`config.mk`:
```
export PLATFORM = sky130hd
export DESIGN_NAME = knps_front
export DESIGN_NICKNAME = d
export VERILOG_FILES = /design/src/rtl/core/k_nearest_points_select_macros.svh /design/src/rtl/core/knps_pkg.sv /design/src/rtl/core/knps_front.sv
export SDC_FILE = /design/constraint.sdc
export NUM_CORES = 1
export LEC_CHECK = 0
export ABC_AREA = 1
export ABC_CLOCK_PERIOD_IN_PS = 12750
export BUFFER_PORTS_ARGS = -buffer_cell sky130_fd_sc_hd__buf_2
export CORE_MARGIN = 1.5
export CORE_UTILIZATION = 65
export DETAILED_ROUTE_END_ITERATION = 16
export HOLD_SLACK_MARGIN = 0.03
export PLACE_DENSITY = 0.83
export SLEW_MARGIN = 40
export SYNTH_ARGS = -nofsm -noshare
export SYNTH_HDL_FRONTEND = slang
export SYNTH_SLANG_ARGS = --single-unit
```
`constraint.sdc`:
```
create_clock -name clk -period 12.75 [get_ports clk]
set_clock_uncertainty 0.05 [all_clocks]
set_input_delay 1.9125 -clock clk [delete_from_list [all_inputs] [get_ports clk]]
set_output_delay 1.9125 -clock clk [all_outputs]
set_load 0.02 [all_outputs]
```
`src/rtl/core/k_nearest_points_select_macros.svh`:
```
// Assertion macros shared by the k-nearest-points RTL.
// Each macro expects signals named clk and rst_n in the calling module.
`ifndef K_NEAREST_POINTS_SELECT_MACROS_SVH
`define K_NEAREST_POINTS_SELECT_MACROS_SVH

// Condition must hold on every clock edge out of reset.
`define KNPS_ASSERT(lbl, cond, msg) \
  lbl: assert property (@(posedge clk) disable iff (!rst_n) (cond)) else $error(msg);

// When ante holds, cons must hold on the next edge.
`define KNPS_IMPLY_NEXT(lbl, ante, cons, msg) \
  lbl: assert property (@(posedge clk) disable iff (!rst_n) (ante) |=> (cons)) \
    else $error(msg);

`endif

```
`src/rtl/core/knps_pkg.sv`:
```
// Shared types and sizing constants for k_nearest_points_select.
// No dependencies; imported by every module of the block.
`default_nettype none

package knps_pkg;

  localparam int MAX_KEEP   = 32;                       // store depth
  localparam int COORD_BITS = 16;                       // coordinate width
  localparam int SUM_W      = 2 * COORD_BITS;           // exact squared distance
  localparam int DIST_W     = 32;                       // reported distance width
  localparam int KEEP_W     = 6;                        // cfg_keep_count input width
  localparam int CNT_W      = $clog2(MAX_KEEP + 1);     // 0..MAX_KEEP
  localparam int IDX_W      = (MAX_KEEP > 1) ? $clog2(MAX_KEEP) : 1;
  localparam int QDEPTH     = 2;                        // front-to-back queue depth
  localparam int QPTR_W     = 1;
  localparam int QCNT_W     = 2;

  typedef struct packed {
    logic signed [COORD_BITS-1:0] x;
    logic signed [COORD_BITS-1:0] y;
    logic        [SUM_W-1:0]      sq_dist;
  } entry_t;

  typedef struct packed {
    entry_t pt;
    logic   set_end;
  } item_t;

  typedef struct packed {
    logic  valid;
    item_t item;
  } push_t;

endpackage

`default_nettype wire

```
`src/rtl/core/knps_front.sv`:
```
// Front end: accepts points and computes exact squared distance in two stages.
// Depends on knps_pkg; feeds knps_queue.
`default_nettype none

module knps_front
  import knps_pkg::*;
(
  input  wire logic                         clk,
  input  wire logic                         rst_n,
  input  wire logic                         in_valid,
  output logic                              in_stall,
  input  wire logic signed [COORD_BITS-1:0] in_coord_x,
  input  wire logic signed [COORD_BITS-1:0] in_coord_y,
  input  wire logic                         in_set_end,
  output push_t                             push,
  input  wire logic                         q_full
);

  // stage 1: squares
  logic                         s1_valid_r, s1_valid_nxt;
  logic signed [COORD_BITS-1:0] s1_x_r, s1_y_r;
  logic                         s1_end_r;
  logic signed [SUM_W-1:0]      s1_sqx_r, s1_sqy_r;
  // stage 2: sum
  logic                         s2_valid_r, s2_valid_nxt;
  item_t                        s2_item_r;

  logic s1_adv, s2_adv, in_acc, do_push;

  assign do_push  = s2_valid_r && !q_full;
  assign s2_adv   = !s2_valid_r || do_push;
  assign s1_adv   = !s1_valid_r || s2_adv;
  assign in_stall = !s1_adv;
  assign in_acc   = in_valid && s1_adv;

  assign s1_valid_nxt = s1_adv ? in_valid : s1_valid_r;
  assign s2_valid_nxt = s2_adv ? s1_valid_r : s2_valid_r;

  always_ff @(posedge clk) begin
    if (!rst_n) begin
      s1_valid_r <= 1'b0;
      s2_valid_r <= 1'b0;
    end else begin
      s1_valid_r <= s1_valid_nxt;
      s2_valid_r <= s2_valid_nxt;
    end
  end

  always_ff @(posedge clk) begin
    if (in_acc) begin
      s1_x_r   <= in_coord_x;
      s1_y_r   <= in_coord_y;
      s1_end_r <= in_set_end;
      s1_sqx_r <= SUM_W'(in_coord_x) * SUM_W'(in_coord_x);
      s1_sqy_r <= SUM_W'(in_coord_y) * SUM_W'(in_coord_y);
    end
    if (s2_adv && s1_valid_r) begin
      s2_item_r.pt.x       <= s1_x_r;
      s2_item_r.pt.y       <= s1_y_r;
      s2_item_r.pt.sq_dist <= $unsigned(s1_sqx_r) + $unsigned(s1_sqy_r);
      s2_item_r.set_end    <= s1_end_r;
    end
  end

  assign push.valid = do_push;
  assign push.item  = s2_item_r;

endmodule

`default_nettype wire

```
==> qor.yml <==
cts:
  worstSkewPairLatency_ps: 490
  numCtsBuffers: 17
  post-cts-setup-buffer-count: 0
  htree_levels: 4
  cts_hold_buf: 0
  cts_buffer_depth: 2
  clockRootBuffer: "clkbuf_16"
  cts_tree: "done"
  clk_pin_slew_worst_paths_ps: 70
  cts_resized: 0
  cts_sinks: 160
timing:
  max_freq_mhz: 132
  relSlewSlack_pct: 48.8
  maxSlewViolCount: 0
  finalCritPeriodShare_pct: 59.5
  final.setup.worst_slack_ps: 5160
  tns_ps: 0
  setup_viol: 0
  tightest_slew_ps: 768
  rsz0062_at_grt: "false"
  period_minus_slack_ps: 7590
  hold_violations: 0
layout:
  nNetsFinal: 3998
  nFillCells: 3241
  utilization_pct: 69.4
  antennaDiodeCount: 0
  drive_gt1_share_pct: 5.25
  syn_to_final_growth_pct: 5.66
drt:
  wl_met1_mm: 27.0
  wl_met3_mm: 4.84
  via_per_inst: 5.30
  ant_nets: 0
  drt_wl_total_mm: 63.5
  firstDrtPassIters: 5
  drtIter0Drc: 1595
  route.top_layer_used: "met4"
  vias: 20300
  wl_met2_mm: 29.8
  drc: 0
  wl_per_cell_um: 16.6
critical_path:
  critPathKind: "primary input to register"
  crit_chain: "buf_2, nand2_1, inv_1, fa_1, fa_1, fa_1, fa_1, fa_1, inv_1, fa_1, inv_1, ha_1, nand2_1, nor2_1, nand2_1, nor3_1, nand2_1, nand4_1, nand2_1"
  critPathMaxStageDelay_ps: 930
  rrSetupSlack_ps: 10510
  required_ps: 12930
  cp_num_buf_inv: 4
  cp_max_fo: 25
  cp_top_family: "adder cells"
  rr_startpoint: "s1_sqx_r[20]"
  worstPathArrival_ps: 7760
  crit_start: "in_coord_y[15]"
  worst_path_most_repeated_cell: "fa_1"
  end_kind: "register"
  worstRegToRegCells: 8
  timing.rr.end: "push[26]"
  cp-start-kind: "primary input"
  slowest_stage: "fa_1"
global_routing:
  grt_pass1_wl_mm: 105
  antenna_found_initial: 0
  grt_pass1_vias: 21100
  globalRoute.totalOverflow: 0
  track_usage_pct: 32.3
  grt_start_max_net_pins: 71
synthesis:
  synth_area_leaders: "fa_1, edfxtp_1, inv_1, nand2_1, ha_1"
  synthFlopType: "edfxtp_1"
  yosys.area.top_type: "fa_1"
  synth_area_per_cell_um2: 8.29
  netlist_area_mm2: 0.0267
  yosysSeqAreaShare_pct: 17.9
  syn_inst: 3226
  synth_cell_types: 37
  yosysMostFrequentCell: "inv_1"
  syn_nets: 3941
  synth-edff-count: 158
  synth_top_cell_area_share_pct: 35.0
  synth-seq-cells: 160
  synthArstFlopShare_pct: 0
  synth_warnings: 0
  ys_top_cells_by_count: "inv_1, nand2_1, fa_1, ha_1, edfxtp_1"
die:
  die_w_um: 206
  coreArea_mm2: 0.0407
  pin_count: 104
  die_h_um: 206
  die_area_mm2: 0.0424
  num_rows: 74
  start_util_pct: 65.7
min_path:
  min_from: "s1_x_r[2]"
  hp-class: "register to register"
  worstHoldPathCells: 0
  hold_path_end: "push[51]"
place:
  port_buffers: 103
  gp_congestion: 0.933
  dp_hpwl_mm: 53.1
  place_ws_ps: 4790
flow_run:
  max_cap_violations: 0
outcome:
  status: "finished clean"
[final cells by class]
| class | instances | area (um2) | share of cell area [%] |
|---|---|---|---|
| Inverter | 977 | 3670 | 13.0 |
| Multi-Input combinational cell | 2022 | 18100 | 63.9 |
| Sequential cell | 160 | 4780 | 16.9 |
| Clock inverter | 14 | 123 | 0.434 |
| Clock buffer | 18 | 429 | 1.52 |
| Tap cell | 532 | 666 | 2.36 |
| Timing Repair Buffer | 105 | 538 | 1.90 |
[cells by family (layout without fill, tap and decap cells)]
kind of cell    Yosys count  count (layout)  share of synthesized area, %
compound gates          125             125                          2.75
buf+inv                1044            1114                          14.7
fa+ha+maj               678             678                          44.9
flops                   160             160                          17.9
xor+xnor                 67              67                          2.19
simple gates           1152            1152                          17.7
[how the worst max path moves through the flow]
stage / endpoint / slack [ps] / cells past startpoint
CTS: s1_sqy_r[28] / 5230 / 19
floorplan: s1_sqx_r[30] / 5450 / 20
global placement: s1_sqx_r[25] / 4820 / 17
detailed placement: s1_sqy_r[28] / 4790 / 19
global route: s1_sqy_r[28] / 4770 / 19
finish: s1_sqy_r[28] / 5160 / 19
[cells in the final DEF, fill, tap and decap left out, types with 3 or more instances in the layout]
| master | netlist | final |
|---|---|---|
| inv_1 | 973 | 972 |
| nand2_1 | 815 | 815 |
| fa_1 | 468 | 468 |
| ha_1 | 210 | 210 |
| edfxtp_1 | 158 | 158 |
| nor2_1 | 134 | 134 |
| nand3_1 | 103 | 103 |
| buf_2 | 0 | 103 |
| a21oi_1 | 71 | 70 |
| xor2_1 | 60 | 60 |
| nand4_1 | 35 | 35 |
| nor3_1 | 26 | 26 |
| o21bai_1 | 24 | 24 |
| clkbuf_16 | 0 | 17 |
| o21ai_0 | 15 | 15 |
| xnor2_1 | 7 | 7 |
| nand3b_1 | 7 | 7 |
| nand3_2 | 7 | 7 |
| nand2_2 | 6 | 6 |
| or2_2 | 5 | 5 |
| and2_1 | 5 | 5 |
| nor2_2 | 5 | 5 |
| a31o_2 | 4 | 4 |
| a21o_1 | 4 | 4 |
| inv_8 | 0 | 4 |
| clkinvlp_4 | 0 | 4 |
| clkinv_1 | 2 | 3 |
| inv_6 | 0 | 3 |
[layer usage]
metal  GRT usage, %  vias to the layer above
li1               -                     9537
met1           43.8                     9890
met2           52.0                      703
met3           6.50                      141
met4           11.6                        0
met5              0                        -
[stage by stage]
stage / instance area, um2 / hold WS (ps) / cells
after floorplan: 26700 / 350 / 3226
after global placement: 27700 / 350 / 3796
after detailed placement: 27700 / 355 / 3796
after CTS: 28300 / 371 / 3828
after global routing: 28300 / 372 / 3828
final: 28300 / 371 / 3828
[state kept, by name, indices dropped and copies added (netlist names)]
register	count
s1_y_r	16
push	65
s1_valid_r	1
s1_x_r	16
s2_valid_r	1
s1_sqx_r	30
s1_end_r	1
s1_sqy_r	30
Power is not shown: default switching activity piles up to over one toggle a cycle in this logic, so the estimate is an artifact.
