### src/rtl/core/k_nearest_points_select_macros.svh
// Assertion macros shared by the k-nearest-points RTL.
// Each macro expects signals named clk and rst_n in the calling module.
`ifndef K_NEAREST_POINTS_SELECT_MACROS_SVH
`define K_NEAREST_POINTS_SELECT_MACROS_SVH

// Condition must hold on every clock edge out of reset.
`define KNPS_ASSERT(lbl, cond, msg) \
  lbl: assert property (@(posedge clk) disable iff (!rst_n) (cond)) else $error(msg);

// When ante holds, cons must hold on the next edge.
`define KNPS_IMPLY_NEXT(lbl, ante, cons, msg) \
  lbl: assert property (@(posedge clk) disable iff (!rst_n) (ante) |=> (cons)) \
    else $error(msg);

`endif

### src/rtl/core/knps_pkg.sv
// Shared types and sizing constants for k_nearest_points_select.
// No dependencies; imported by every module of the block.
`default_nettype none

package knps_pkg;

  localparam int MAX_KEEP   = 32;                       // store depth
  localparam int COORD_BITS = 16;                       // coordinate width
  localparam int SUM_W      = 2 * COORD_BITS;           // exact squared distance
  localparam int DIST_W     = 32;                       // reported distance width
  localparam int KEEP_W     = 6;                        // cfg_keep_count input width
  localparam int CNT_W      = $clog2(MAX_KEEP + 1);     // 0..MAX_KEEP
  localparam int IDX_W      = (MAX_KEEP > 1) ? $clog2(MAX_KEEP) : 1;
  localparam int QDEPTH     = 2;                        // front-to-back queue depth
  localparam int QPTR_W     = 1;
  localparam int QCNT_W     = 2;

  typedef struct packed {
    logic signed [COORD_BITS-1:0] x;
    logic signed [COORD_BITS-1:0] y;
    logic        [SUM_W-1:0]      sq_dist;
  } entry_t;

  typedef struct packed {
    entry_t pt;
    logic   set_end;
  } item_t;

  typedef struct packed {
    logic  valid;
    item_t item;
  } push_t;

endpackage

`default_nettype wire

### src/rtl/core/knps_back.sv
// Back end: sorted store of kept points, insertion and farthest-first readout.
// Depends on knps_pkg and the assertion macro header.
`default_nettype none
`include "k_nearest_points_select_macros.svh"

module knps_back
  import knps_pkg::*;
(
  input  wire logic                     clk,
  input  wire logic                     rst_n,
  input  wire logic                     cfg_we,
  input  wire logic [KEEP_W-1:0]        cfg_keep_count,
  input  wire logic                     q_empty,
  input  item_t                         q_head,
  output logic                          q_pop,
  output logic                          out_valid,
  input  wire logic                     out_stall,
  output logic signed [COORD_BITS-1:0]  out_x,
  output logic signed [COORD_BITS-1:0]  out_y,
  output logic [DIST_W-1:0]             out_dist,
  output logic                          out_last_result
);

  typedef enum logic [1:0] {
    ST_INSERT = 2'b01,
    ST_EMIT   = 2'b10
  } state_t;

  state_t           state_r, state_nxt;
  entry_t           cell_r   [MAX_KEEP];
  entry_t           cell_nxt [MAX_KEEP];
  logic [MAX_KEEP-1:0] le;
  logic [CNT_W-1:0] cnt_r, cnt_nxt, k_r, k_lim;
  logic [CNT_W:0]   cnt_inc;
  logic [IDX_W-1:0] rd_idx;
  logic             ins, out_load, out_valid_r, is_last;
  entry_t           out_pt_r;
  logic             out_last_r;

  // clamp keep_count to 1..MAX_KEEP
  always_comb begin
    if (cfg_keep_count == '0)
      k_lim = CNT_W'(1);
    else if ((CNT_W + KEEP_W)'(cfg_keep_count) > (CNT_W + KEEP_W)'(MAX_KEEP))
      k_lim = CNT_W'(MAX_KEEP);
    else
      k_lim = CNT_W'(cfg_keep_count);
  end

  // le is a prefix mask: entries at or nearer than the new point stay put
  always_comb begin
    for (int i = 0; i < MAX_KEEP; i++)
      le[i] = ((CNT_W + 1)'(i) < (CNT_W + 1)'(cnt_r)) &&
              (cell_r[i].sq_dist <= q_head.pt.sq_dist);
  end

  for (genvar g = 0; g < MAX_KEEP; g++) begin : g_cell
    if (g == 0) begin : g_first
      assign cell_nxt[g] = le[g] ? cell_r[g] : q_head.pt;
    end else begin : g_rest
      assign cell_nxt[g] = le[g]     ? cell_r[g]  :
                           le[g - 1] ? q_head.pt  : cell_r[g - 1];
    end
  end

  assign ins      = (state_r == ST_INSERT) && !q_empty;
  assign q_pop    = ins;
  assign out_load = (state_r == ST_EMIT) && (!out_valid_r || !out_stall);
  assign rd_idx   = IDX_W'(cnt_r - 1'b1);
  assign is_last  = (cnt_r == CNT_W'(1));
  assign cnt_inc  = (CNT_W + 1)'(cnt_r) + 1'b1;

  always_comb begin
    state_nxt = state_r;
    cnt_nxt   = cnt_r;
    unique case (state_r)
      ST_INSERT: begin
        if (ins) begin
          cnt_nxt = (cnt_inc > (CNT_W + 1)'(k_r)) ? k_r : CNT_W'(cnt_inc);
          if (q_head.set_end) state_nxt = ST_EMIT;
        end
      end
      ST_EMIT: begin
        if (out_load) begin
          cnt_nxt = cnt_r - 1'b1;
          if (is_last) state_nxt = ST_INSERT;
        end
      end
      default: state_nxt = ST_INSERT;
    endcase
  end

  always_ff @(posedge clk) begin
    if (!rst_n) begin
      state_r     <= ST_INSERT;
      cnt_r       <= '0;
      k_r         <= CNT_W'(1);
      out_valid_r <= 1'b0;
    end else begin
      state_r <= state_nxt;
      cnt_r   <= cnt_nxt;
      if (cfg_we) k_r <= k_lim;
      if (out_load)       out_valid_r <= 1'b1;
      else if (!out_stall) out_valid_r <= 1'b0;
    end
  end

  always_ff @(posedge clk) begin
    if (ins) begin
      for (int i = 0; i < MAX_KEEP; i++) cell_r[i] <= cell_nxt[i];
    end
    if (out_load) begin
      out_pt_r   <= cell_r[rd_idx];
      out_last_r <= is_last;
    end
  end

  assign out_valid       = out_valid_r;
  assign out_x           = out_pt_r.x;
  assign out_y           = out_pt_r.y;
  assign out_dist        = DIST_W'(out_pt_r.sq_dist);
  assign out_last_result = out_last_r;

  // a keep_count drop between sets may leave the count above k until the next insert
  `KNPS_ASSERT(a_cnt_bound, cnt_r <= CNT_W'(MAX_KEEP), "count above store depth")
  `KNPS_ASSERT(a_emit_nonempty, (state_r != ST_EMIT) || (cnt_r != '0), "emit with empty store")
  `KNPS_IMPLY_NEXT(a_last_clears, out_load && is_last, cnt_r == '0, "store not emptied")

endmodule

`default_nettype wire

### config.mk
export PLATFORM = sky130hd
export DESIGN_NAME = knps_back
export DESIGN_NICKNAME = d
export VERILOG_FILES = /design/src/rtl/core/knps_pkg.sv /design/src/rtl/core/knps_back.sv
export VERILOG_INCLUDE_DIRS = /design/src /design/src/rtl/core
export SDC_FILE = /design/constraint.sdc
export NUM_CORES = 2
export LEC_CHECK = 0
export BUFFER_PORTS_ARGS = -buffer_cell sky130_fd_sc_hd__buf_4
export CAP_MARGIN = 25
export CORE_ASPECT_RATIO = 1.5
export CORE_UTILIZATION = 30
export CTS_CLUSTER_DIAMETER = 60
export CTS_CLUSTER_SIZE = 20
export DETAILED_ROUTE_END_ITERATION = 6
export SLEW_MARGIN = 20
export SYNTH_ARGS = -nofsm -noshare
export SYNTH_HDL_FRONTEND = slang
export SYNTH_SLANG_ARGS = --single-unit
### constraint.sdc
create_clock -name clk -period 7.8 [get_ports clk]
set_input_delay 0.78 -clock clk [delete_from_list [all_inputs] [get_ports clk]]
set_output_delay 0.78 -clock clk [all_outputs]
set_load 0.005 [all_outputs]
==> flow_summary_export.csv <==
group,metric,value,unit
global_routing,grt_overflow,0,
clocking,hold_buffers,0,
power,ir_drop,329,uV
synth,syn_avg_cell_area,14.7,um^2
route,detail_route.wl_per_cell,32.4,um
critical_path,path_class,"flop to flop",
power,p_switching,14.3,mW
critical_path,critical_path.max_fanout,33,
timing,finalHoldViolCount,0,
finish,regArea,63800,um^2
route,totalWireLength,470000,um
power,power_leakage,50.1,nW
critical_path,crit_arrival,6160,ps
finish,post-route-util,33.5,%
global_routing,grt_pass1_vias,85778,
clocking,cts_tree,"done",
synth,synth_edf_count,2113,
power,power.internal,25.8,mW
timing,fmax,0.181,GHz
timing,tightest_slew,1190,ps
critical_path,crit_slowest_cell,"buf_4",
timing,drv_slew,0,
clocking,cts_buffer_depth,4,
timing,setup_viol,0,
critical_path,worst_path_most_repeated_cell,"buf_4",
route,avgViaCountPerCell,5.67,
finish,final_common_cell,"edfxtp_1",
synth,seq_area_frac_synth,49.3,%
floorplanning,die_h,806,um
route,drc,0,
clocking,clock-sinks,2128,
finish,syn2layout_area_growth,11.0,%
power,p_per_area,279,nW/um^2
synth,synth_cell_types,71,
timing,hold_slack,153,ps
timing,finClkSkew,84.8,ps
finish,layout-drive-gt1-share,38.0,%
clocking,numCtsBuffers,174,
finish,fillers,41380,
route,antenna_left,0,
synth,synth_top_flop_cell,"edfxtp_1",
synth,synthCells,8793,
clocking,htree_levels,4,
critical_path,r2r_slack,2270,ps
global_routing,grt_usage,21.4,%
synth,synth_async_sr_flop_share,0,%
synth,ys_warn_count,0,
global_routing,grt_max_degree,141,
synth,syn-num-nets,9902,
power,combPwrFrac,35.8,%
route,vias,82335,
clocking,cts-root-buf,"clkbuf_16",
synth,synth.ff_latch_count,2128,
clocking,cts.clk_slew.worst_paths,80,ps
placed_design,hpwlAfterDp,326000,um
power,swShare,35.6,%
timing,rsz0062_at_grt,"false",
power,power_frac_seq,40.1,%
critical_path,crit_path_cell_trace,"inv_1 > ha_4 > nor2b_1 > a21oi_1 > a211oi_1 > o211ai_1 > o31a_1 > a41oi_4 > buf_4 > buf_4 > mux2_2",
clocking,cts_setup_buffers,0,
critical_path,endpoint_kind,"flop",
timing,finalCriticalPeriod,5530,ps
synth,syn-cell-area,129000,um^2
job,drv_cap,0,
placed_design,dp.cells,14224,
critical_path,startpoint_type,"flop",
route,drt-initial-drc-count,7467,
timing,slew_headroom,20.2,%
floorplanning,core_area,428000,um^2
floorplanning,top_level_ports,143,
critical_path,required,8420,ps
finish,layout.cells.non_filler,14522,
route,first_pass_iters,5,
finish,multi_input_area,62500,um^2
finish,layout.nets,9889,
hold_path,min_path_type,"primary input to flop",
clocking,cts-resized-gates,0,
global_routing,grt_pass1_wl,661000,um
timing,period_share,70.9,%
power,clkPwrFrac,24.2,%
placed_design,gp_congestion,0.928,
run_status,status,"completed",
power,total_power,40.1,mW
placed_design,io_buffers,142,
clocking,clk-insertion-delay-late,930,ps
finish,most-common-layout-cells,"2,113 x edfxtp_1, 1,884 x mux2_2, 1,032 x ha_1",
floorplanning,num_rows,294,
floorplanning,fp.dieW,538,um
floorplanning,die_area,434000,um^2
floorplanning,initial_utilization,30.2,%
critical_path,cpPeakStageDelay,790,ps
global_routing,antenna_found_initial,33,
==> cell families (layout without fill, tap and decap cells) <==
group                      after synthesis  in the layout  share of synthesized area (%)
muxes                                 2754           2754                           28.9
DFF                                   2128           2128                           49.3
and+or+nand+nor                       1086           1086                           4.00
AOI/OAI and AO/OA                     1057           1057                           4.84
adders and majority gates             1033           1033                           10.0
buffers and inverters                  729            827                           2.93
xor gates and xnor gates                 6              6                         0.0407
other                                    0              7                              0
==> metal layers <==
metal / GRT usage [%] / up-vias / part of all wire (%)
li1: - / 35066 / -
met1: 23.7 / 43321 / 36
met3: 2.76 / 982 / 5.1
met4: 15.3 / 16 / 8.3
met5: 0 / - / 0.022
met2: 37.5 / 2950 / 50
==> synthesized netlist by cell type (19+ instances only) <==
| library cell | instances | share of area, % |
|---|---|---|
| buf_2 | 130 | 0.50 |
| nor4_1 | 56 | 0.27 |
| nor2_1 | 217 | 0.63 |
| a31oi_1 | 21 | 0.10 |
| inv_1 | 117 | 0.34 |
| a21oi_1 | 508 | 2.0 |
| a21o_1 | 58 | 0.34 |
| buf_1 | 31 | 0.090 |
| and2_1 | 19 | 0.092 |
| a22oi_1 | 21 | 0.12 |
| o21ai_0 | 201 | 0.78 |
| buf_4 | 81 | 0.47 |
| a211oi_1 | 42 | 0.24 |
| mux4_2 | 516 | 9.0 |
| mux2_1 | 52 | 0.45 |
| nand2_1 | 412 | 1.2 |
| mux2_2 | 1884 | 16 |
| edfxtp_1 | 2113 | 49 |
| buf_6 | 78 | 0.68 |
| mux2_4 | 176 | 2.0 |
| nand4_1 | 164 | 0.79 |
| clkbuf_1 | 291 | 0.84 |
| ha_1 | 1033 | 10 |
| nor3_1 | 37 | 0.14 |
| nand3_1 | 90 | 0.35 |
| o211ai_1 | 84 | 0.49 |
| mux2i_1 | 126 | 0.98 |
==> power by group through the flow <==
stage / Clock [mW] / Sequential [mW] / Combinational (mW)
global route: 10.2 / 16.2 / 15.1
detailed placement: 0 / 16.3 / 14.2
global placement: 0 / 16.2 / 14.0
floorplan: 0 / 15.8 / 9.20
finish: 9.68 / 16.1 / 14.3
CTS: 9.86 / 16.1 / 14.3
==> registers in the layout (all words and copies together), names as in the netlist <==
name and flops:
state_r 2, cell_r 2048, out_valid 1, out_y 16, cnt_r 6, out_dist 32
out_x 16, out_last_result 1, k_r 6
==> layout make-up <==
class / instances / share of cell area (%)
flip-flops and latches: 2128 / 44.4
multi-input cells: 5936 / 43.5
well taps: 5624 / 4.90
clock buffers: 183 / 3.09
repair buffers: 423 / 2.82
clock inverters: 104 / 0.939
inverters: 117 / 0.308
diodes: 7 / 0.0122
==> worst max-delay path, delay by kind of cell (launching register included) <==
family                     cells  cell delay [ps]
and+or+nand+nor                1              480
DFF                            1              620
muxes                          1              410
AOI/OAI and AO/OA              5             1720
buffers and inverters          3             1660
adders and majority gates      1              240
==> worst paths after layout <==
path | startpoint | to | depth (start not counted)
worst max-delay path | cnt_r[0] | cell_r[29][24] | 11
worst min register to register | cell_r[3][42] | cell_r[4][42] | 1
worst max register to register | cnt_r[0] | cell_r[29][24] | 11
worst min-delay path | rst_n | k_r[0] | 2
==> metrics by stage <==
stage | area, um^2 | setup WS (ps) | TNS, ps
after CTS | 143000 | 2250 | 0
after global placement | 137000 | -207 | -7550
final | 144000 | 2270 | 0
after detailed placement | 138000 | 1730 | 0
after global routing | 144000 | 2280 | 0
after floorplan | 129000 | 1430 | 0
Power figures use the tool's default switching activity.
