## src/rtl/core/k_nearest_points_select_macros.svh

```systemverilog
// Assertion macros shared by the k-nearest-points RTL.
// Each macro expects signals named clk and rst_n in the calling module.
`ifndef K_NEAREST_POINTS_SELECT_MACROS_SVH
`define K_NEAREST_POINTS_SELECT_MACROS_SVH

// Condition must hold on every clock edge out of reset.
`define KNPS_ASSERT(lbl, cond, msg) \
  lbl: assert property (@(posedge clk) disable iff (!rst_n) (cond)) else $error(msg);

// When ante holds, cons must hold on the next edge.
`define KNPS_IMPLY_NEXT(lbl, ante, cons, msg) \
  lbl: assert property (@(posedge clk) disable iff (!rst_n) (ante) |=> (cons)) \
    else $error(msg);

`endif

```

## src/rtl/core/knps_pkg.sv

```systemverilog
// Shared types and sizing constants for k_nearest_points_select.
// No dependencies; imported by every module of the block.
`default_nettype none

package knps_pkg;

  localparam int MAX_KEEP   = 32;                       // store depth
  localparam int COORD_BITS = 16;                       // coordinate width
  localparam int SUM_W      = 2 * COORD_BITS;           // exact squared distance
  localparam int DIST_W     = 32;                       // reported distance width
  localparam int KEEP_W     = 6;                        // cfg_keep_count input width
  localparam int CNT_W      = $clog2(MAX_KEEP + 1);     // 0..MAX_KEEP
  localparam int IDX_W      = (MAX_KEEP > 1) ? $clog2(MAX_KEEP) : 1;
  localparam int QDEPTH     = 2;                        // front-to-back queue depth
  localparam int QPTR_W     = 1;
  localparam int QCNT_W     = 2;

  typedef struct packed {
    logic signed [COORD_BITS-1:0] x;
    logic signed [COORD_BITS-1:0] y;
    logic        [SUM_W-1:0]      sq_dist;
  } entry_t;

  typedef struct packed {
    entry_t pt;
    logic   set_end;
  } item_t;

  typedef struct packed {
    logic  valid;
    item_t item;
  } push_t;

endpackage

`default_nettype wire

```

## src/rtl/core/knps_queue.sv

```systemverilog
// Short queue between front and back ends.
// Depends on knps_pkg and the assertion macro header.
`default_nettype none
`include "k_nearest_points_select_macros.svh"

module knps_queue
  import knps_pkg::*;
(
  input  wire logic  clk,
  input  wire logic  rst_n,
  input  push_t      push,
  output logic       full,
  input  wire logic  pop,
  output logic       empty,
  output item_t      head
);

  item_t             mem [QDEPTH];
  logic [QPTR_W-1:0] wr_ptr_r, rd_ptr_r;
  logic [QCNT_W-1:0] cnt_r, cnt_nxt;

  assign full  = (cnt_r == QCNT_W'(QDEPTH));
  assign empty = (cnt_r == '0);
  assign head  = mem[rd_ptr_r];

  always_comb begin
    cnt_nxt = cnt_r;
    if (push.valid && !pop) cnt_nxt = cnt_r + 1'b1;
    else if (!push.valid && pop) cnt_nxt = cnt_r - 1'b1;
  end

  always_ff @(posedge clk) begin
    if (!rst_n) begin
      wr_ptr_r <= '0;
      rd_ptr_r <= '0;
      cnt_r    <= '0;
    end else begin
      if (push.valid) wr_ptr_r <= wr_ptr_r + 1'b1;
      if (pop)        rd_ptr_r <= rd_ptr_r + 1'b1;
      cnt_r <= cnt_nxt;
    end
  end

  always_ff @(posedge clk) begin
    if (push.valid) mem[wr_ptr_r] <= push.item;
  end

  `KNPS_ASSERT(a_q_no_overflow, !(push.valid && full), "queue push while full")
  `KNPS_ASSERT(a_q_no_underflow, !(pop && empty), "queue pop while empty")

endmodule

`default_nettype wire

```

## config.mk

```make
export PLATFORM = sky130hd
export DESIGN_NAME = knps_queue
export DESIGN_NICKNAME = d
export VERILOG_FILES = /design/src/rtl/core/knps_pkg.sv /design/src/rtl/core/knps_queue.sv
export VERILOG_INCLUDE_DIRS = /design/src /design/src/rtl/core
export SDC_FILE = /design/constraint.sdc
export NUM_CORES = 1
export LEC_CHECK = 0
export BUFFER_PORTS_ARGS = -buffer_cell sky130_fd_sc_hd__buf_2
export CAP_MARGIN = 20
export CORE_MARGIN = 2
export CORE_UTILIZATION = 47
export DETAILED_ROUTE_END_ITERATION = 8
export GPL_TIMING_DRIVEN = 0
export PLACE_DENSITY_LB_ADDON = 0.05
export RECOVER_POWER = 50
export SLEW_MARGIN = 20
export SYNTH_ARGS = -nofsm -noshare
export SYNTH_HDL_FRONTEND = slang
export SYNTH_SLANG_ARGS = --single-unit
```

## constraint.sdc

```tcl
create_clock -name clk -period 3.5 [get_ports clk]
set_input_delay 0.35 -clock clk [delete_from_list [all_inputs] [get_ports clk]]
set_output_delay 0.35 -clock clk [all_outputs]
set_load 0.01 [all_outputs]
```

==> results of run 1 <==
[layout make-up]
cell class	count	area share
Clock inverter	14	0.0393
Buffer	7	0.0106
Tap cell	136	0.0263
Multi-Input combinational cell	81	0.131
Inverter	1	0.000580
Timing Repair Buffer	139	0.108
Sequential cell	135	0.619
Clock buffer	18	0.0646
[sequential cells by signal (all words and copies together) (netlist names), named ones only]
register,flops
mem,130
cnt_r,2
rd_ptr_r,1
wr_ptr_r,1
[cells in the mapped netlist]
master,count,area [sq um]
edfxtp_1,130,3900
mux2_2,65,732
buf_6,5,56.3
dfxtp_1,5,100
and2_1,4,25.0
nor2b_1,2,12.5
xor2_1,2,17.5
a21boi_1,1,7.51
and2b_2,1,8.76
buf_2,1,5.00
buf_4,1,7.51
ha_1,1,12.5
inv_1,1,3.75
nor2_1,1,3.75
o21a_1,1,7.51
o21ai_0,1,5.00
or3_1,1,6.26
xnor2_1,1,8.76
[kinds of logic after synthesis]
kind of cell / synth area share
muxes: 0.149
adders and majority gates: 0.00254
AOI/OAI and AO/OA: 0.00407
xor gates and xnor gates: 0.00534
and+or+nand+nor: 0.0114
DFF: 0.813
buffers and inverters: 0.0147
[stage by stage]
| step | instance area, sq um | std cells | setup TNS, ns | util |
|---|---|---|---|---|
| 2_1_floorplan | 4930 | 224 | 0 | - |
| 6_report | 6470 | 531 | 0 | 0.632 |
| 4_1_cts | 6550 | 531 | 0 | 0.641 |
| 5_1_grt | 6470 | 531 | 0 | 0.632 |
| 3_5_place_dp | 5880 | 499 | 0 | 0.575 |
| 3_3_place_gp | 5770 | 495 | -10.41 | 0.564 |
[layer usage]
metal  GRT usage  wire [um]  part of all wire
met1       0.178       3410              0.40
met2       0.260       4290              0.51
met3      0.0693        663             0.079
met4      0.0592         78            0.0092
met5           0          0                 0
[power by group through the flow]
stage          sequential [mW]  clock [mW]  combinational, mW
2_1_floorplan             1.92           0              0.217
3_3_place_gp              1.92           0              0.369
3_5_place_dp              1.92           0              0.395
4_1_cts                   1.89        2.03              0.397
5_1_grt                   1.89        2.09              0.405
6_report                  1.89        1.99              0.373
[worst min path at each step]
| stage | endpoint |
|---|---|
| 6_report | mem[0][58]$_DFFE_PP_ |
| 4_1_cts | mem[1][6]$_DFFE_PP_ |
| 2_1_floorplan | mem[0][0]$_DFFE_PP_ |
| 3_5_place_dp | cnt_r[1]$_SDFFE_PN0P_ |
| 5_1_grt | mem[0][58]$_DFFE_PP_ |
| 3_3_place_gp | cnt_r[1]$_SDFFE_PN0P_ |
==> reports/metrics.cfg, run 1 <==
[cells_and_area]
seq_area_sq_um = 4000
syn_to_final_growth_pct = 31.4
mostFrequentLayoutCells = 130 x edfxtp_1, 112 x buf_2, 65 x mux2_2, 27 x clkbuf_1, 16 x clkbuf_16
multiInputGateArea_sq_um = 850
antenna_cells = 0
drive_gt1_frac = 0.547
final_nets = 452
nFillCells = 770
final_common_cell = edfxtp_1

[global_route]
grt_pass1_wl_mm = 13.0
antenna_found_initial = 0
grt_pass1_vias = 2656
grt_max_degree = 36
overflow = 0
grtUsageTotal = 0.156

[floorplanning]
die-area_sq_um = 11300
dieWidth_um = 106
core_sq_um = 10200
die_y_um = 106
start_util = 0.481
num_io_pins = 136
rows = 37

[power_and_ir_drop]
p_seq_frac = 0.444
peakVddDrop_mv = 0.366
p_leak_nw = 2.41
clkPwrFrac = 0.468
p_switching_mw = 0.830
p_total_mw = 4.25
p_int_mw = 3.42
pwr-share-comb = 0.088
switching_share = 0.195
power_density_nw_per_um2 = 657

[clock_network]
cts_made_buffers = 17
cts.clk_slew.worst_paths_ns = 0.06
cts_setup_buffers = 0
postCtsResizedCells = 0
hold_buffers = 0
cts_buffer_depth = 2
clock_latency_ns = 0.50
ctsRootBufferMaster = clkbuf_8
clkSinkCount = 135
cts_tree = built
htreeDepth = 4

[detailed_routing]
post_drt_via_cell_ratio = 4.83
route.detailed.drc = 0
drt-wirelength-per-cell_um = 15.9
dr.pass1.iters = 4
vias = 2565
postRouteWirelength_mm = 8.44
drt_iter0_markers = 59
antenna_left = 0

[timing]
slew_viol_final = 0
fin_ws_ns = 1.06
slew_headroom = 0.172
timing.fmax_mhz = 410
worstMarginPinSlew_ns = 1.24
finalCritPeriodShare = 0.697
holdWs_ns = 0.0316
rsz0062_at_grt = no
fin_crit_ns = 2.44
clock_skew_ns = 0.00387
hold_viol_final = 0
setup_viol = 0

[worst_setup_path]
r2r-end = mem[0][43]$_DFFE_PP_
crit_path_max_fanout = 22
path_class = flop to flop
arrival_ns = 2.64
cp_slowest_cell = clkbuf_1
cp_slowest_stage_delay_ns = 0.90
reg2reg_setup_slack_ns = 1.06
worstReg2RegStart = wr_ptr_r$_SDFFE_PN0P_
crit_family = buffers and inverters
path_depth = 3
critPathLaunchType = flop
worstPathCellList = nor2b_1, clkbuf_1, buf_16
critPathBufInv = 2
cp-endpoint = mem[0][43]$_DFFE_PP_
worst_setup_path_end_kind = flop
critical_path_required_ns = 3.70
reg2reg_depth = 3
crit_path_start = wr_ptr_r$_SDFFE_PN0P_

[logic_synthesis]
synth_area_per_cell_sq_um = 22.0
synth.distinct_cells = 18
synth_nets = 294
yosysSeqAreaShare = 0.813
synth-seq-cells = 135
syn_inst = 224
yosys_warnings = 0
syn_area_sq_um = 4920

[run]
drv_cap = 0

[placed_design]
place_ws_ns = 1.88
finalWeightedCongestion = 0.681
io_buffers = 135
hpwl_mm = 5.73

[min_path]
hold_depth = 1
hp-start = push[58]
min_path_type = input pin to flop

[status]
status = complete, no violations

Power figures use the tool's default switching activity.
==> run 2, diff against run 1 <==
- clock period: 3.5 -> 2.2 ns (I/O delays scaled with it)
==> run 2 against run 1 <==
Effect of this change: sequential cell count unchanged; clock power rose by 30%; worst hold slack improved by 0.032 ns; clock skew rose by 0.0018 ns; count of clock-buffer cells in the layout decreased by 1; sequential share of layout area shrank 5.0 points; via count up 9.1%; sequential power up 59%; routed wire length increased by 6.1%; non-clock buffer count rose by 66; total power increased by 48%; final cell count is 12% higher; critical endpoint is now head[38].
==> reports/metrics.cfg, run 2 (synthesis results as in run 1) <==
[timing]
fin_crit_ns = 1.95
timing.fmax_mhz = 514
rsz0062_at_grt = no
fin_ws_ns = 0.254
setup_viol = 0
clock_skew_ns = 0.00568
slew_viol_final = 0
hold_viol_final = 0
slew_headroom = 0.301
worstMarginPinSlew_ns = 1.05
finalCritPeriodShare = 0.885

[worst_setup_path]
worstReg2RegStart = wr_ptr_r$_SDFFE_PN0P_
critPathLaunchType = flop
reg2reg_setup_slack_ns = 0.34
arrival_ns = 1.73
r2r-end = mem[0][28]$_DFFE_PP_
worst_setup_path_end_kind = output pin
crit_path_max_fanout = 10
critical_path_required_ns = 1.98
path_class = flop to output pin
cp-endpoint = head[38]
reg2reg_depth = 3

[run]
drv_cap = 0

[detailed_routing]
antenna_left = 0
vias = 2799
postRouteWirelength_mm = 8.96
route.detailed.drc = 0
post_drt_via_cell_ratio = 4.69
drt-wirelength-per-cell_um = 15.0
dr.pass1.iters = 4
drt_iter0_markers = 101

[floorplanning]
num_io_pins = 136
start_util = 0.481
rows = 37
core_sq_um = 10200
dieWidth_um = 106
die_y_um = 106
die-area_sq_um = 11300

[global_route]
overflow = 0
grt_max_degree = 36
grtUsageTotal = 0.163
antenna_found_initial = 0
grt_pass1_vias = 2916
grt_pass1_wl_mm = 13.7

[cells_and_area]
final_nets = 518
drive_gt1_frac = 0.445
final_cell_area_sq_um = 7030
reg_top3 = mem (130), cnt_r (2)
top_register = mem
largest_reg_flops = 130
syn_to_final_growth_pct = 42.8
nFillCells = 749
fin_cells = 597
antenna_cells = 0
mostFrequentLayoutCells = 130 x edfxtp_1, 97 x buf_2, 66 x dlygate4sd3_1, 65 x mux2_2, 37 x clkbuf_1
final_common_cell = edfxtp_1
postLayoutCoreUtil = 0.687

[placed_design]
placed_cell_area_sq_um = 5870
hpwl_mm = 5.68
dp.cells = 499
io_buffers = 135
place_ws_ns = 0.693
finalWeightedCongestion = 0.665

[status]
status = complete, no violations

[clock_network]
clkSinkCount = 135
cts_buffer_depth = 2
htreeDepth = 4
ctsRootBufferMaster = clkbuf_8
cts_made_buffers = 17
cts.clk_slew.worst_paths_ns = 0.06
hold_buffers = 66
cts_setup_buffers = 0
clock_latency_ns = 0.51
cts_tree = built
postCtsResizedCells = 0

[min_path]
min_path_type = input pin to flop

[power_and_ir_drop]
p_total_mw = 6.28
power_density_nw_per_um2 = 892
p_leak_nw = 2.61
peakVddDrop_mv = 0.565

-- run 2: cell count changes in the layout (fill, tap and decap cells not counted), sizes merged --
cell         change
dlygate4sd3     +66
buf             -13
clkbuf          +12
bufinv           -5
clkinv           +4
clkinvlp         +2
-- run 2: critical path, cell delays in order (launching register included) --
cell	delay, ns
dfxtp_1	0.32
buf_4	0.22
buf_6	0.18
mux2_2	0.35
buf_2	0.15
-- run 2: cell type report --
| class | count | area, sq um | area share |
|---|---|---|---|
| buffer | 7 | 68.8 | 0.00978 |
| clock buffer | 17 | 414 | 0.0589 |
| clock inverter | 15 | 138 | 0.0196 |
| inverter | 1 | 3.75 | 0.000534 |
| multi-input combinational | 81 | 850 | 0.121 |
| sequential | 135 | 4000 | 0.569 |
| tap | 136 | 170 | 0.0242 |
| timing repair buffer | 205 | 1390 | 0.197 |
-- run 2: worst min-delay path by stage --
stage	from	to	slack [ns]	cells past startpoint
after floorplan	push[0]	mem[0][0]$_DFFE_PP_	0.32	0
after global placement	push[61]	mem[0][61]$_DFFE_PP_	0.41	1
after detailed placement	push[52]	mem[0][52]$_DFFE_PP_	0.41	1
after CTS	pop	flop	0.04	3
after global routing	pop	flop	0.06	3
final	pop	flop	0.06	3
-- run 2: where the power goes --
group | total, mW | internal [mW] | switching [mW]
Sequential | 3.00 | 2.97 | 0.0313
Clock | 2.58 | 1.59 | 0.989
Combinational | 0.699 | 0.378 | 0.321
-- run 2: routing by layer --
metal	track usage	up-vias	routed length [um]
li1	-	1342	-
met1	0.190	1344	3660
met2	0.262	92	4480
met3	0.0607	21	577
met4	0.0912	0	247
met5	0	-	0
-- run 2: metrics by stage --
stage | hold WS, ns | TNS [ns]
2_1_floorplan | 0.319 | 0
3_3_place_gp | 0.408 | -10.67
3_5_place_dp | 0.412 | 0
4_1_cts | 0.0424 | 0
5_1_grt | 0.0596 | 0
6_report | 0.0637 | 0
